--- src/qoa_pkg.sv ---
// shared types, constants and lookup tables for the qoa slice decoder
package qoa_pkg;

    localparam int FUNC_W            = 2;
    localparam int CH_W              = 3;
    localparam int PAYLOAD_W         = 64;
    localparam int SAMPLE_W          = 16;
    localparam int TAPS              = 4;
    localparam int TAP_W             = 2;
    localparam int SAMPLES_PER_SLICE = 20;
    localparam int SAMP_CNT_W        = $clog2(SAMPLES_PER_SLICE);
    localparam int CODES_W           = 60;
    localparam int SCALE_W           = 12;
    localparam int S_TDATA_W         = 72;
    localparam int M_TDATA_W         = 24;

    typedef enum logic [FUNC_W-1:0] {
        FUNC_LOAD_HIST   = 2'd0,
        FUNC_LOAD_WEIGHT = 2'd1,
        FUNC_DECODE      = 2'd2
    } func_t;

    typedef enum logic [2:0] {
        ST_IDLE,
        ST_FETCH,
        ST_RESID,
        ST_MAC,
        ST_SUM,
        ST_UPDATE,
        ST_WB
    } state_t;

    // round((s+1)^2.75)
    function automatic logic [SCALE_W-1:0] scale_lookup(input logic [3:0] idx);
        logic [SCALE_W-1:0] v;
        case (idx)
            4'd0:    v = 12'd1;
            4'd1:    v = 12'd7;
            4'd2:    v = 12'd21;
            4'd3:    v = 12'd45;
            4'd4:    v = 12'd84;
            4'd5:    v = 12'd138;
            4'd6:    v = 12'd211;
            4'd7:    v = 12'd304;
            4'd8:    v = 12'd421;
            4'd9:    v = 12'd562;
            4'd10:   v = 12'd731;
            4'd11:   v = 12'd928;
            4'd12:   v = 12'd1157;
            4'd13:   v = 12'd1419;
            4'd14:   v = 12'd1715;
            default: v = 12'd2048;
        endcase
        return v;
    endfunction

    // dequant magnitude times four, picked by the upper two code bits
    function automatic logic [4:0] dq_mag_lookup(input logic [1:0] sel);
        logic [4:0] v;
        case (sel)
            2'd0:    v = 5'd3;
            2'd1:    v = 5'd10;
            2'd2:    v = 5'd18;
            default: v = 5'd28;
        endcase
        return v;
    endfunction

endpackage

--- src/qoa_slice_decoder.sv ---
// qoa lms slice decoder top level: predictor state stores, sequencer and shared multiplier
//
// accepts one input word at a time on the s_axis side. a load word (history or weights)
// writes one channel's four taps; a decode word for a channel below MAX_CHANNELS
// produces twenty samples on the m_axis side, the twentieth flagged by tlast. decoding
// runs on one 16x16 signed multiplier that is used five times per sample (once for the
// residual, once for each of the four predictor taps); an output stall holds each sample
// in the update state, and no new word is taken until the slice ends. words for unused
// function codes or out-of-range channels are accepted and dropped. predictor state lives
// in two row-per-channel memories with a valid bit per row, so reset takes effect at once
// with no clearing pass.
module qoa_slice_decoder #(
    parameter int MAX_CHANNELS = 8
) (
    input  logic                            clk,
    input  logic                            rst_n,
    input  logic                            s_axis_tvalid,
    output logic                            s_axis_tready,
    // channel [2:0], payload [66:3], zero [71:67]
    input  logic [qoa_pkg::S_TDATA_W-1:0]   s_axis_tdata,
    // func [1:0]
    input  logic [qoa_pkg::FUNC_W-1:0]      s_axis_tuser,
    output logic                            m_axis_tvalid,
    input  logic                            m_axis_tready,
    // sample [15:0], out_channel [18:16], zero [23:19]
    output logic [qoa_pkg::M_TDATA_W-1:0]   m_axis_tdata,
    output logic                            m_axis_tlast
);

    localparam int CH_IDX_W = (MAX_CHANNELS > 1) ? $clog2(MAX_CHANNELS) : 1;
    localparam int TAPS     = qoa_pkg::TAPS;
    localparam int SW       = qoa_pkg::SAMPLE_W;

    // predictor stores, one 64-bit row per channel, tap 0 in the top bits
    logic [qoa_pkg::PAYLOAD_W-1:0] hist_mem [MAX_CHANNELS];
    logic [qoa_pkg::PAYLOAD_W-1:0] wt_mem   [MAX_CHANNELS];
    logic [MAX_CHANNELS-1:0]       hist_valid_reg;
    logic [MAX_CHANNELS-1:0]       wt_valid_reg;

    qoa_pkg::state_t state_reg, state_next;

    // input word fields
    logic [qoa_pkg::FUNC_W-1:0]    in_func;
    logic [qoa_pkg::CH_W-1:0]      in_chan;
    logic [qoa_pkg::PAYLOAD_W-1:0] in_payload;
    logic [CH_IDX_W-1:0]           in_idx;
    logic                          in_chan_ok;
    logic                          in_accept;
    logic                          start_decode;
    logic                          load_hist;
    logic                          load_wt;

    // slice context
    logic [qoa_pkg::CH_W-1:0]       chan_reg;
    logic [CH_IDX_W-1:0]            idx_reg;
    logic [qoa_pkg::CODES_W-1:0]    codes_reg;
    logic [qoa_pkg::SCALE_W-1:0]    scale_reg;
    logic [qoa_pkg::PAYLOAD_W-1:0]  hist_rd_reg;
    logic [qoa_pkg::PAYLOAD_W-1:0]  wt_rd_reg;
    logic                           hist_rd_ok_reg;
    logic                           wt_rd_ok_reg;

    // working predictor and arithmetic
    logic signed [SW-1:0]           hist_reg [TAPS];
    logic signed [SW-1:0]           wt_reg   [TAPS];
    logic signed [2*SW-1:0]         prod_reg;
    logic [2*SW-1:0]                acc_reg;
    logic signed [SW-1:0]           resid_reg;
    logic [qoa_pkg::TAP_W-1:0]      tap_cnt_reg, tap_cnt_next;
    logic [qoa_pkg::SAMP_CNT_W-1:0] samp_cnt_reg, samp_cnt_next;

    // output register
    logic                           m_valid_reg, m_valid_next;
    logic signed [SW-1:0]           m_sample_reg;
    logic [qoa_pkg::CH_W-1:0]       m_chan_reg;
    logic                           m_last_reg;

    logic                           out_free;
    logic                           do_update;
    logic                           last_samp;
    logic [2:0]                     code;
    logic [4:0]                     dq_mag;
    logic signed [SW-1:0]           mul_a;
    logic signed [SW-1:0]           mul_b;
    logic signed [2*SW-1:0]         mul_p;
    logic [16:0]                    mag_round;
    logic [SW-1:0]                  mag;
    logic signed [SW-1:0]           resid_val;
    logic signed [18:0]             pred;
    logic signed [19:0]             sum;
    logic signed [SW-1:0]           sample_sat;
    logic signed [SW-1:0]           delta;
    logic signed [SW-1:0]           wt_upd [TAPS];

    // input decode
    assign in_func    = s_axis_tuser;
    assign in_chan    = s_axis_tdata[qoa_pkg::CH_W-1:0];
    assign in_payload = s_axis_tdata[qoa_pkg::CH_W +: qoa_pkg::PAYLOAD_W];
    assign in_idx     = CH_IDX_W'(in_chan);
    assign in_chan_ok = int'(in_chan) < MAX_CHANNELS;

    assign s_axis_tready = (state_reg == qoa_pkg::ST_IDLE);
    assign in_accept     = s_axis_tvalid && s_axis_tready;
    assign start_decode  = in_accept && in_chan_ok && (in_func == qoa_pkg::FUNC_DECODE);
    assign load_hist     = in_accept && in_chan_ok && (in_func == qoa_pkg::FUNC_LOAD_HIST);
    assign load_wt       = in_accept && in_chan_ok && (in_func == qoa_pkg::FUNC_LOAD_WEIGHT);

    // output side
    assign out_free      = !m_valid_reg || m_axis_tready;
    assign m_axis_tvalid = m_valid_reg;
    assign m_axis_tdata  = {5'd0, m_chan_reg, m_sample_reg};
    assign m_axis_tlast  = m_last_reg;

    assign last_samp = (samp_cnt_reg == qoa_pkg::SAMP_CNT_W'(qoa_pkg::SAMPLES_PER_SLICE - 1));
    assign do_update = (state_reg == qoa_pkg::ST_UPDATE) && out_free;

    // current code sits at the top of the shifting code register; odd codes are negative
    assign code   = codes_reg[qoa_pkg::CODES_W-1 -: 3];
    assign dq_mag = qoa_pkg::dq_mag_lookup(code[2:1]);

    // shared multiplier: scale times dequant magnitude, or one history by weight tap
    always_comb
    begin
        if (state_reg == qoa_pkg::ST_RESID)
        begin
            mul_a = $signed({4'd0, scale_reg});
            mul_b = $signed({11'd0, dq_mag});
        end
        else
        begin
            mul_a = hist_reg[tap_cnt_reg];
            mul_b = wt_reg[tap_cnt_reg];
        end
    end
    assign mul_p = mul_a * mul_b;

    // residual rounded half away from zero, from the registered scale product
    assign mag_round = prod_reg[16:0] + 17'd2;
    assign mag       = {1'b0, mag_round[16:2]};
    assign resid_val = code[0] ? -$signed(mag) : $signed(mag);

    // prediction, saturated sample and weight step
    assign pred = $signed(acc_reg[2*SW-1:13]);
    assign sum  = {pred[18], pred} + {{4{resid_reg[SW-1]}}, resid_reg};
    always_comb
    begin
        if (sum > 20'sd32767)
            sample_sat = 16'sh7fff;
        else if (sum < -20'sd32768)
            sample_sat = -16'sh8000;
        else
            sample_sat = sum[SW-1:0];
    end
    assign delta = resid_reg >>> 4;
    always_comb
    begin
        for (int i = 0; i < TAPS; i++)
        begin
            if (hist_reg[i][SW-1])
                wt_upd[i] = wt_reg[i] - delta;
            else
                wt_upd[i] = wt_reg[i] + delta;
        end
    end

    // sequencer
    always_ff @(posedge clk or negedge rst_n)
    begin
        if (!rst_n)
        begin
            state_reg    <= qoa_pkg::ST_IDLE;
            tap_cnt_reg  <= '0;
            samp_cnt_reg <= '0;
            m_valid_reg  <= 1'b0;
        end
        else
        begin
            state_reg    <= state_next;
            tap_cnt_reg  <= tap_cnt_next;
            samp_cnt_reg <= samp_cnt_next;
            m_valid_reg  <= m_valid_next;
        end
    end

    always_comb
    begin
        state_next    = state_reg;
        tap_cnt_next  = tap_cnt_reg;
        samp_cnt_next = samp_cnt_reg;
        m_valid_next  = m_valid_reg && !m_axis_tready;
        case (state_reg)
            qoa_pkg::ST_IDLE:
            begin
                samp_cnt_next = '0;
                if (start_decode)
                    state_next = qoa_pkg::ST_FETCH;
            end
            qoa_pkg::ST_FETCH:
                state_next = qoa_pkg::ST_RESID;
            qoa_pkg::ST_RESID:
            begin
                tap_cnt_next = '0;
                state_next   = qoa_pkg::ST_MAC;
            end
            qoa_pkg::ST_MAC:
            begin
                tap_cnt_next = tap_cnt_reg + 1'b1;
                if (tap_cnt_reg == qoa_pkg::TAP_W'(TAPS - 1))
                    state_next = qoa_pkg::ST_SUM;
            end
            qoa_pkg::ST_SUM:
                state_next = qoa_pkg::ST_UPDATE;
            qoa_pkg::ST_UPDATE:
            begin
                if (out_free)
                begin
                    m_valid_next  = 1'b1;
                    samp_cnt_next = samp_cnt_reg + 1'b1;
                    state_next    = last_samp ? qoa_pkg::ST_WB : qoa_pkg::ST_RESID;
                end
            end
            qoa_pkg::ST_WB:
                state_next = qoa_pkg::ST_IDLE;
            default:
                state_next = qoa_pkg::ST_IDLE;
        endcase
    end

    // row valid bits: an unwritten row reads as zero
    always_ff @(posedge clk or negedge rst_n)
    begin
        if (!rst_n)
        begin
            hist_valid_reg <= '0;
            wt_valid_reg   <= '0;
        end
        else
        begin
            if (load_hist)
                hist_valid_reg[in_idx] <= 1'b1;
            else if (state_reg == qoa_pkg::ST_WB)
                hist_valid_reg[idx_reg] <= 1'b1;
            if (load_wt)
                wt_valid_reg[in_idx] <= 1'b1;
            else if (state_reg == qoa_pkg::ST_WB)
                wt_valid_reg[idx_reg] <= 1'b1;
        end
    end

    // predictor memories, registered read at slice start, write back at slice end
    always_ff @(posedge clk)
    begin
        if (load_hist)
            hist_mem[in_idx] <= in_payload;
        else if (state_reg == qoa_pkg::ST_WB)
            hist_mem[idx_reg] <= {hist_reg[0], hist_reg[1], hist_reg[2], hist_reg[3]};
        if (start_decode)
            hist_rd_reg <= hist_mem[in_idx];
    end

    always_ff @(posedge clk)
    begin
        if (load_wt)
            wt_mem[in_idx] <= in_payload;
        else if (state_reg == qoa_pkg::ST_WB)
            wt_mem[idx_reg] <= {wt_reg[0], wt_reg[1], wt_reg[2], wt_reg[3]};
        if (start_decode)
            wt_rd_reg <= wt_mem[in_idx];
    end

    // datapath
    always_ff @(posedge clk)
    begin
        if (start_decode)
        begin
            chan_reg       <= in_chan;
            idx_reg        <= in_idx;
            codes_reg      <= in_payload[qoa_pkg::CODES_W-1:0];
            scale_reg      <= qoa_pkg::scale_lookup(in_payload[qoa_pkg::PAYLOAD_W-1 -: 4]);
            hist_rd_ok_reg <= hist_valid_reg[in_idx];
            wt_rd_ok_reg   <= wt_valid_reg[in_idx];
        end

        if (state_reg == qoa_pkg::ST_FETCH)
        begin
            for (int i = 0; i < TAPS; i++)
            begin
                hist_reg[i] <= hist_rd_ok_reg ?
                               $signed(hist_rd_reg[qoa_pkg::PAYLOAD_W-1-SW*i -: SW]) : '0;
                wt_reg[i]   <= wt_rd_ok_reg ?
                               $signed(wt_rd_reg[qoa_pkg::PAYLOAD_W-1-SW*i -: SW]) : '0;
            end
        end

        if (state_reg == qoa_pkg::ST_RESID || state_reg == qoa_pkg::ST_MAC)
            prod_reg <= mul_p;

        // product pipeline: tap 0 cycle picks up the residual, later cycles accumulate
        if (state_reg == qoa_pkg::ST_MAC)
        begin
            if (tap_cnt_reg == '0)
                resid_reg <= resid_val;
            else if (tap_cnt_reg == qoa_pkg::TAP_W'(1))
                acc_reg <= prod_reg;
            else
                acc_reg <= acc_reg + prod_reg;
        end
        else if (state_reg == qoa_pkg::ST_SUM)
            acc_reg <= acc_reg + prod_reg;

        if (do_update)
        begin
            for (int i = 0; i < TAPS; i++)
                wt_reg[i] <= wt_upd[i];
            for (int i = 0; i < TAPS - 1; i++)
                hist_reg[i] <= hist_reg[i+1];
            hist_reg[TAPS-1] <= sample_sat;
            codes_reg        <= {codes_reg[qoa_pkg::CODES_W-4:0], 3'd0};
            m_sample_reg     <= sample_sat;
            m_chan_reg       <= chan_reg;
            m_last_reg       <= last_samp;
        end
    end

endmodule

--- config.mk ---
export PLATFORM = sky130hd
export DESIGN_NAME = qoa_slice_decoder
export DESIGN_NICKNAME = d
export VERILOG_FILES = /design/src/qoa_pkg.sv /design/src/qoa_slice_decoder.sv
export SDC_FILE = /design/constraint.sdc
export NUM_CORES = 2
export LEC_CHECK = 0
export ABC_AREA = 0
export BUFFER_PORTS_ARGS = -buffer_cell sky130_fd_sc_hd__buf_4
export CAP_MARGIN = 40
export CORE_AREA = 2 2 403 405
export CTS_CLUSTER_SIZE = 28
export DETAILED_ROUTE_END_ITERATION = 10
export DIE_AREA = 0 0 405 407
export SLEW_MARGIN = 20
export SYNTH_ARGS = -nofsm -noshare
export SYNTH_HDL_FRONTEND = slang
export SYNTH_SLANG_ARGS = --single-unit
--- constraint.sdc ---
create_clock -name clk -period 10.2 [get_ports clk]
set_input_delay 2.04 -clock clk [delete_from_list [all_inputs] [get_ports clk]]
set_output_delay 2.04 -clock clk [all_outputs]
set_load 0.02 [all_outputs]
Word level (Yosys, flattened, before mapping). Memories as Yosys holds them, arrays and structs flattened. A register that Yosys moved wholly into a read port is not among the register bits. Cells that the tools add are included.

Magnitude comparators: 6. Bitwise operators: 12. Reduce and logical (&&, ||, !) cells: 28. Equal/unequal tests: 17. Multipliers: 1. Mux-type cells: 73. Add/sub/neg operators: 14.

Operators by type and width (number): $mux 16 (24); $mux 32 (4); $mux 64 (2); $reduce_or 64->1 (2); $mux 60 (2); $add 16x12->16 (4); $sub 16x12->16 (4); $add 32x32->32 (1); $mul 16x16->32 (1); $mux 8 (4); $or 8x8->8 (4); $mux 1 (21); $add 19x16->20 (1); $gt 20x16->1 const B (1); $lt 20x16->1 const B (1); $mux 3 (6); $pmux 3 s6 (1); $add 17x2->17 const B (1); $neg 15->16 (1); $mux 15 (1); $pmux 5 s3 (1); $reduce_bool 2->1 (6); $pmux 5 s2 (1); $eq 3x3->1 const B (3); other kinds (23) (54).

Memory bits (read-only): 192. Logic and storage cells: 174. RAM bits: 1152. Bits of input ports: 78. Register bits: 192. Memories: 5. Output and inout port bits: 27.

Memory list: hist_mem (depth 8, width 64, rd ports 1, clocked after Yosys merged registers in 1, wr ports 1, line qoa_slice_decoder.sv:35) `logic [qoa_pkg::PAYLOAD_W-1:0] hist_mem [MAX_CHANNELS];`; wt_mem (depth 8, width 64, rd ports 1, clocked after Yosys merged registers in 1, wr ports 1, line qoa_slice_decoder.sv:36) `logic [qoa_pkg::PAYLOAD_W-1:0] wt_mem [MAX_CHANNELS];`; (no name shown) (depth 16, width 12, rd ports 1, clocked after Yosys merged registers in 1, wr ports 0, line qoa_pkg.sv:36) `case (idx)`; hist_reg (depth 4, width 16, rd ports 5, clocked after Yosys merged registers in 0, wr ports 4, line qoa_slice_decoder.sv:64) `logic signed [SW-1:0] hist_reg [TAPS];`; wt_reg (depth 4, width 16, rd ports 5, clocked after Yosys merged registers in 0, wr ports 4, line qoa_slice_decoder.sv:65) `logic signed [SW-1:0] wt_reg [TAPS];`.

Depth between registers and ports, before layout.
Depth in word-level cells: 7. Mapped depth: 31. Gate-level depth less buffers: 27.

Least setup slack after synthesis. Ideal clock, no wire load.

Kind: register to register. From: register state_reg[2]. To: register prod_reg[29], data pin. Period minus slack after synthesis: 8.220 ns. Arrival: 7.934 ns. Path slack: 1.980 ns. Stages on the path, launching flop included: 29. Path through: dfrtp_1 > clkbuf_1 > nand2b_1 > clkinv_1 > nand2b_1 > clkbuf_1 > clkbuf_1 > clkbuf_1 > nand2_1 > nand2_1 > nand2_1 > fa_1 > fa_1 > fa_1 > inv_1 > fa_1 > fa_1 > inv_1 > fa_1 > inv_1 > ha_1 > a2111o_1 > a21oi_1 > o31a_1 > o31ai_1 > a2111oi_0 > o21ai_0 > nand4_1 > o311ai_0.

Word-level cells in the longest chain between the ends: 3. Elaborated cells on any way between the ends: 4.

RTL lines: start: declaration (line qoa_slice_decoder.sv:40) `qoa_pkg::state_t state_reg, state_next;`; start signal: assignment (line qoa_slice_decoder.sv:171) `state_reg <= qoa_pkg::ST_IDLE;`; start signal: assignment (line qoa_slice_decoder.sv:178) `state_reg <= state_next;`; $eq 3x2->1 * (line qoa_slice_decoder.sv:124) `if (state_reg == qoa_pkg::ST_RESID)`; $mux 16 (line qoa_slice_decoder.sv:124); $mul 16x16->32 * (line qoa_slice_decoder.sv:135) `assign mul_p = mul_a * mul_b;`; net mul_p[29] (line qoa_slice_decoder.sv:85) `logic signed [2*SW-1:0] mul_p;`; end signal: assignment (line qoa_slice_decoder.sv:296) `prod_reg <= mul_p;`; end: declaration (line qoa_slice_decoder.sv:66) `logic signed [2*SW-1:0] prod_reg;`.

Mark *: on every way through the listed nets, which the timed path passes. The rest lies on a longest branch. A chain may end at the register's enable or synchronous reset.

Worst setup path in the final report.
From: register tap_cnt_reg[1] (netlist bit). To: register prod_reg[29], data pin.

Word-level cells in the longest chain between the ends: 3. Elaborated cells on any way between the ends: 5.

RTL lines: start: declaration (line qoa_slice_decoder.sv:69) `logic [qoa_pkg::TAP_W-1:0] tap_cnt_reg, tap_cnt_next;`; start signal: assignment (line qoa_slice_decoder.sv:179) `tap_cnt_reg <= tap_cnt_next;`; $mem_v2 4x16 (on tied branches); $mux 16 (line qoa_slice_decoder.sv:124); $mul 16x16->32 * (line qoa_slice_decoder.sv:135); net mul_p[29] (line qoa_slice_decoder.sv:85).

Marked as above.

==> results.yml <==
outcome:
  status: "complete, no violations"
yosys:
  seq_area_frac_synth: 0.618
  avgSynthCellArea_um2: 13.2
  yosys-mux-area-fraction: 0.0130
  synth_commonest_cells: "1454 x edfxtp_1, 693 x nand2_1, 522 x a22oi_1"
  synthXorXnorAreaFrac: 0.0227
  synth_top_area_share: 0.607
  ys_top_cells_by_area: "edfxtp_1 61%, fa_1 7.5%, a22oi_1 5.5%"
  synthesis.area_mm2: 0.0719
  synth_compound_area_frac: 0.109
  synth_cells: 5441
  ys_ff_latch: 1484
  synth_enable_flop_cells: 1454
  synth_top_flop_cell: "edfxtp_1"
  ys_types: 78
  yosys.area_share.simple: 0.0930
  yosys.area.top_type: "edfxtp_1"
  synth_top_family_by_area: "adder cells"
  yosys_warnings: 0
  ys_async_sr_fraction: 0.0182
  synthAdderAreaFrac: 0.111
  yosysMostFrequentCell: "edfxtp_1"
sta:
  max_freq_ghz: 0.116
  final.min_clock_period_ns: 8.66
  setup_viol: 0
  hold_violations: 0
  final.setup.tns_ns: 0
  period_share: 0.849
  drv_slew: 0
  rsz0062_at_grt: "false"
  tightest_slew_ns: 0.994
  worst_slack_ns: 1.54
  max_slew_margin: 0.337
  worst_clock_skew_ns: 0.0409
cts:
  clk_latency_ns: 0.81
  post_cts_resized: 0
  holdBufCountCts: 0
  root_buffer: "clkbuf_16"
  clockBufferDepth: 3
  numCtsBuffers: 156
  post-cts-setup-buffers: 0
  cts_tree: "built"
  clock_sinks: 1484
  clk_pin_slew_worst_paths_ns: 0.06
  h-tree-depth: 4
routing:
  first_pass_iters: 5
  drt_iter0_drc: 5474
  drt-wirelength-per-cell_um: 27.6
  wl_um: 216000
  via_per_inst: 6.00
  drc_errors: 0
  via_count: 47000
  ant_nets: 0
placed_design:
  dp.final_hpwl_um: 143000
  gp_congestion: 0.921
  post-place-ws_ns: 1.61
  port_buffers: 94
die:
  start_util: 0.449
  die_y_um: 407
  rows: 147
  boundaryPins: 105
  die-area_mm2: 0.165
  coreArea_mm2: 0.160
  die_w_um: 405
setup_path:
  crit_arrival_ns: 9.23
  critPathKind: "flip-flop to flip-flop"
  setup.worst_path.start_class: "flip-flop"
  worstPathMaxFanout: 19
  rrSetupSlack_ns: 1.54
  cp.required_ns: 10.78
  critPathCaptureType: "flip-flop"
grt:
  grt_usage: 0.263
  grt_pass1_wl_um: 313000
  grt_max_degree: 133
  antenna_found_initial: 5
  grt_overflow_total: 0
  grt_pass1_vias: 45500
layout:
  largestRegisters: "hist_mem: 512 flops, wt_mem: 512 flops"
  drive_above_1_share: 0.0911
  regArea_mm2: 0.0444
  fill_cells: 13700
  multi_input_area_mm2: 0.0253
  area_growth_syn_to_layout_pct: 12.4
  finalNetCount: 6098
worst_hold_path:
  min_path_type: "flip-flop to flip-flop"
job:
  max_cap_viol_count: 0
==> metrics by stage <==
stage | cell area (µm²) | hold slack (ns) | util | instances
2_1_floorplan | 71900 | 0.436 | - | 5445
3_3_place_gp | 75200 | 0.442 | 0.469 | 7505
3_5_place_dp | 75700 | 0.451 | 0.472 | 7536
4_1_cts | 80700 | 0.459 | 0.503 | 7816
5_1_grt | 80800 | 0.480 | 0.505 | 7827
6_report | 80800 | 0.463 | 0.505 | 7828
==> layout make-up <==
| cell class | count | share of cell area |
|---|---|---|
| sequential | 1484 | 0.549 |
| multi-input combinational | 3319 | 0.313 |
| clock buffer | 200 | 0.0520 |
| tap | 2160 | 0.0334 |
| timing repair buffer | 222 | 0.0261 |
| inverter | 362 | 0.0170 |
| clock inverter | 80 | 0.00949 |
| antenna | 1 | 0.0000310 |
==> cell families (layout without fill, tap and decap cells) <==
kind of cell    count (synthesis)  count (layout)
flops                        1484            1484
simple gates                 1478            1478
compound gates               1117            1117
buf+inv                       642             864
fa+ha+maj                     475             475
xor+xnor                      186             186
mux                            58              58
other cells                     1               6
==> placed cells by master, fill, tap and decap left out, drive strengths merged, types with 26 or more instances in the layout <==
master  count
nand3     146
buf       220
nand4     140
inv       366
and3       50
ha        207
a22oi     522
a21oi     125
a22o       57
o21a       29
xnor2     127
nor2      271
nor3       50
nand2b     34
nand2     693
clkbuf    202
dfrtp      27
a21o       52
edfxtp   1454
fa        268
o21ai     154
xor2       59
a211o      26
mux4       28
clkinv     63
==> layer usage <==
| layer | vias to the layer above | track usage | wire [µm] |
|---|---|---|---|
| met5 | - | 0 | 27 |
| met4 | 4 | 0.0850 | 7000 |
| met3 | 328 | 0.0487 | 20900 |
| met2 | 2317 | 0.410 | 99200 |
| met1 | 23900 | 0.372 | 89000 |
| li1 | 20400 | - | - |
==> critical path, stage by stage (launching register included) <==
cell	delay [ns]
dfrtp_2	0.84
buf_4	0.35
mux2_2	0.38
o21ai_0	0.55
or2_2	0.42
inv_1	0.27
nand2_1	0.14
fa_1	0.43
fa_1	0.49
inv_1	0.05
fa_1	0.42
fa_1	0.50
fa_1	0.49
inv_1	0.04
fa_1	0.47
inv_1	0.05
ha_1	0.34
a211o_1	0.29
a21oi_1	0.11
o31a_1	0.19
o31ai_1	0.17
a2111oi_0	0.63
o21ai_0	0.30
o311ai_0	0.45
==> path summary, 6_finish.rpt <==
path,from,end,cells past startpoint
min,hist_valid_reg[2]$_DFFE_PN0P_,hist_valid_reg[2]$_DFFE_PN0P_,1
min in group asynchronous,rst_n,hist_valid_reg[1]$_DFFE_PN0P_,1
min reg2reg,hist_valid_reg[2]$_DFFE_PN0P_,hist_valid_reg[2]$_DFFE_PN0P_,1
max in group asynchronous,rst_n,tap_cnt_reg[1]$_DFFE_PN0P_,1
max,tap_cnt_reg[1]$_DFFE_PN0P_,prod_reg[29]$_DFFE_PP_,23
max reg2reg,tap_cnt_reg[1]$_DFFE_PN0P_,prod_reg[29]$_DFFE_PP_,23
Power is left out: the tool's default activity adds up to more than one toggle a clock period on the data nets, which glitch-free logic cannot reach.
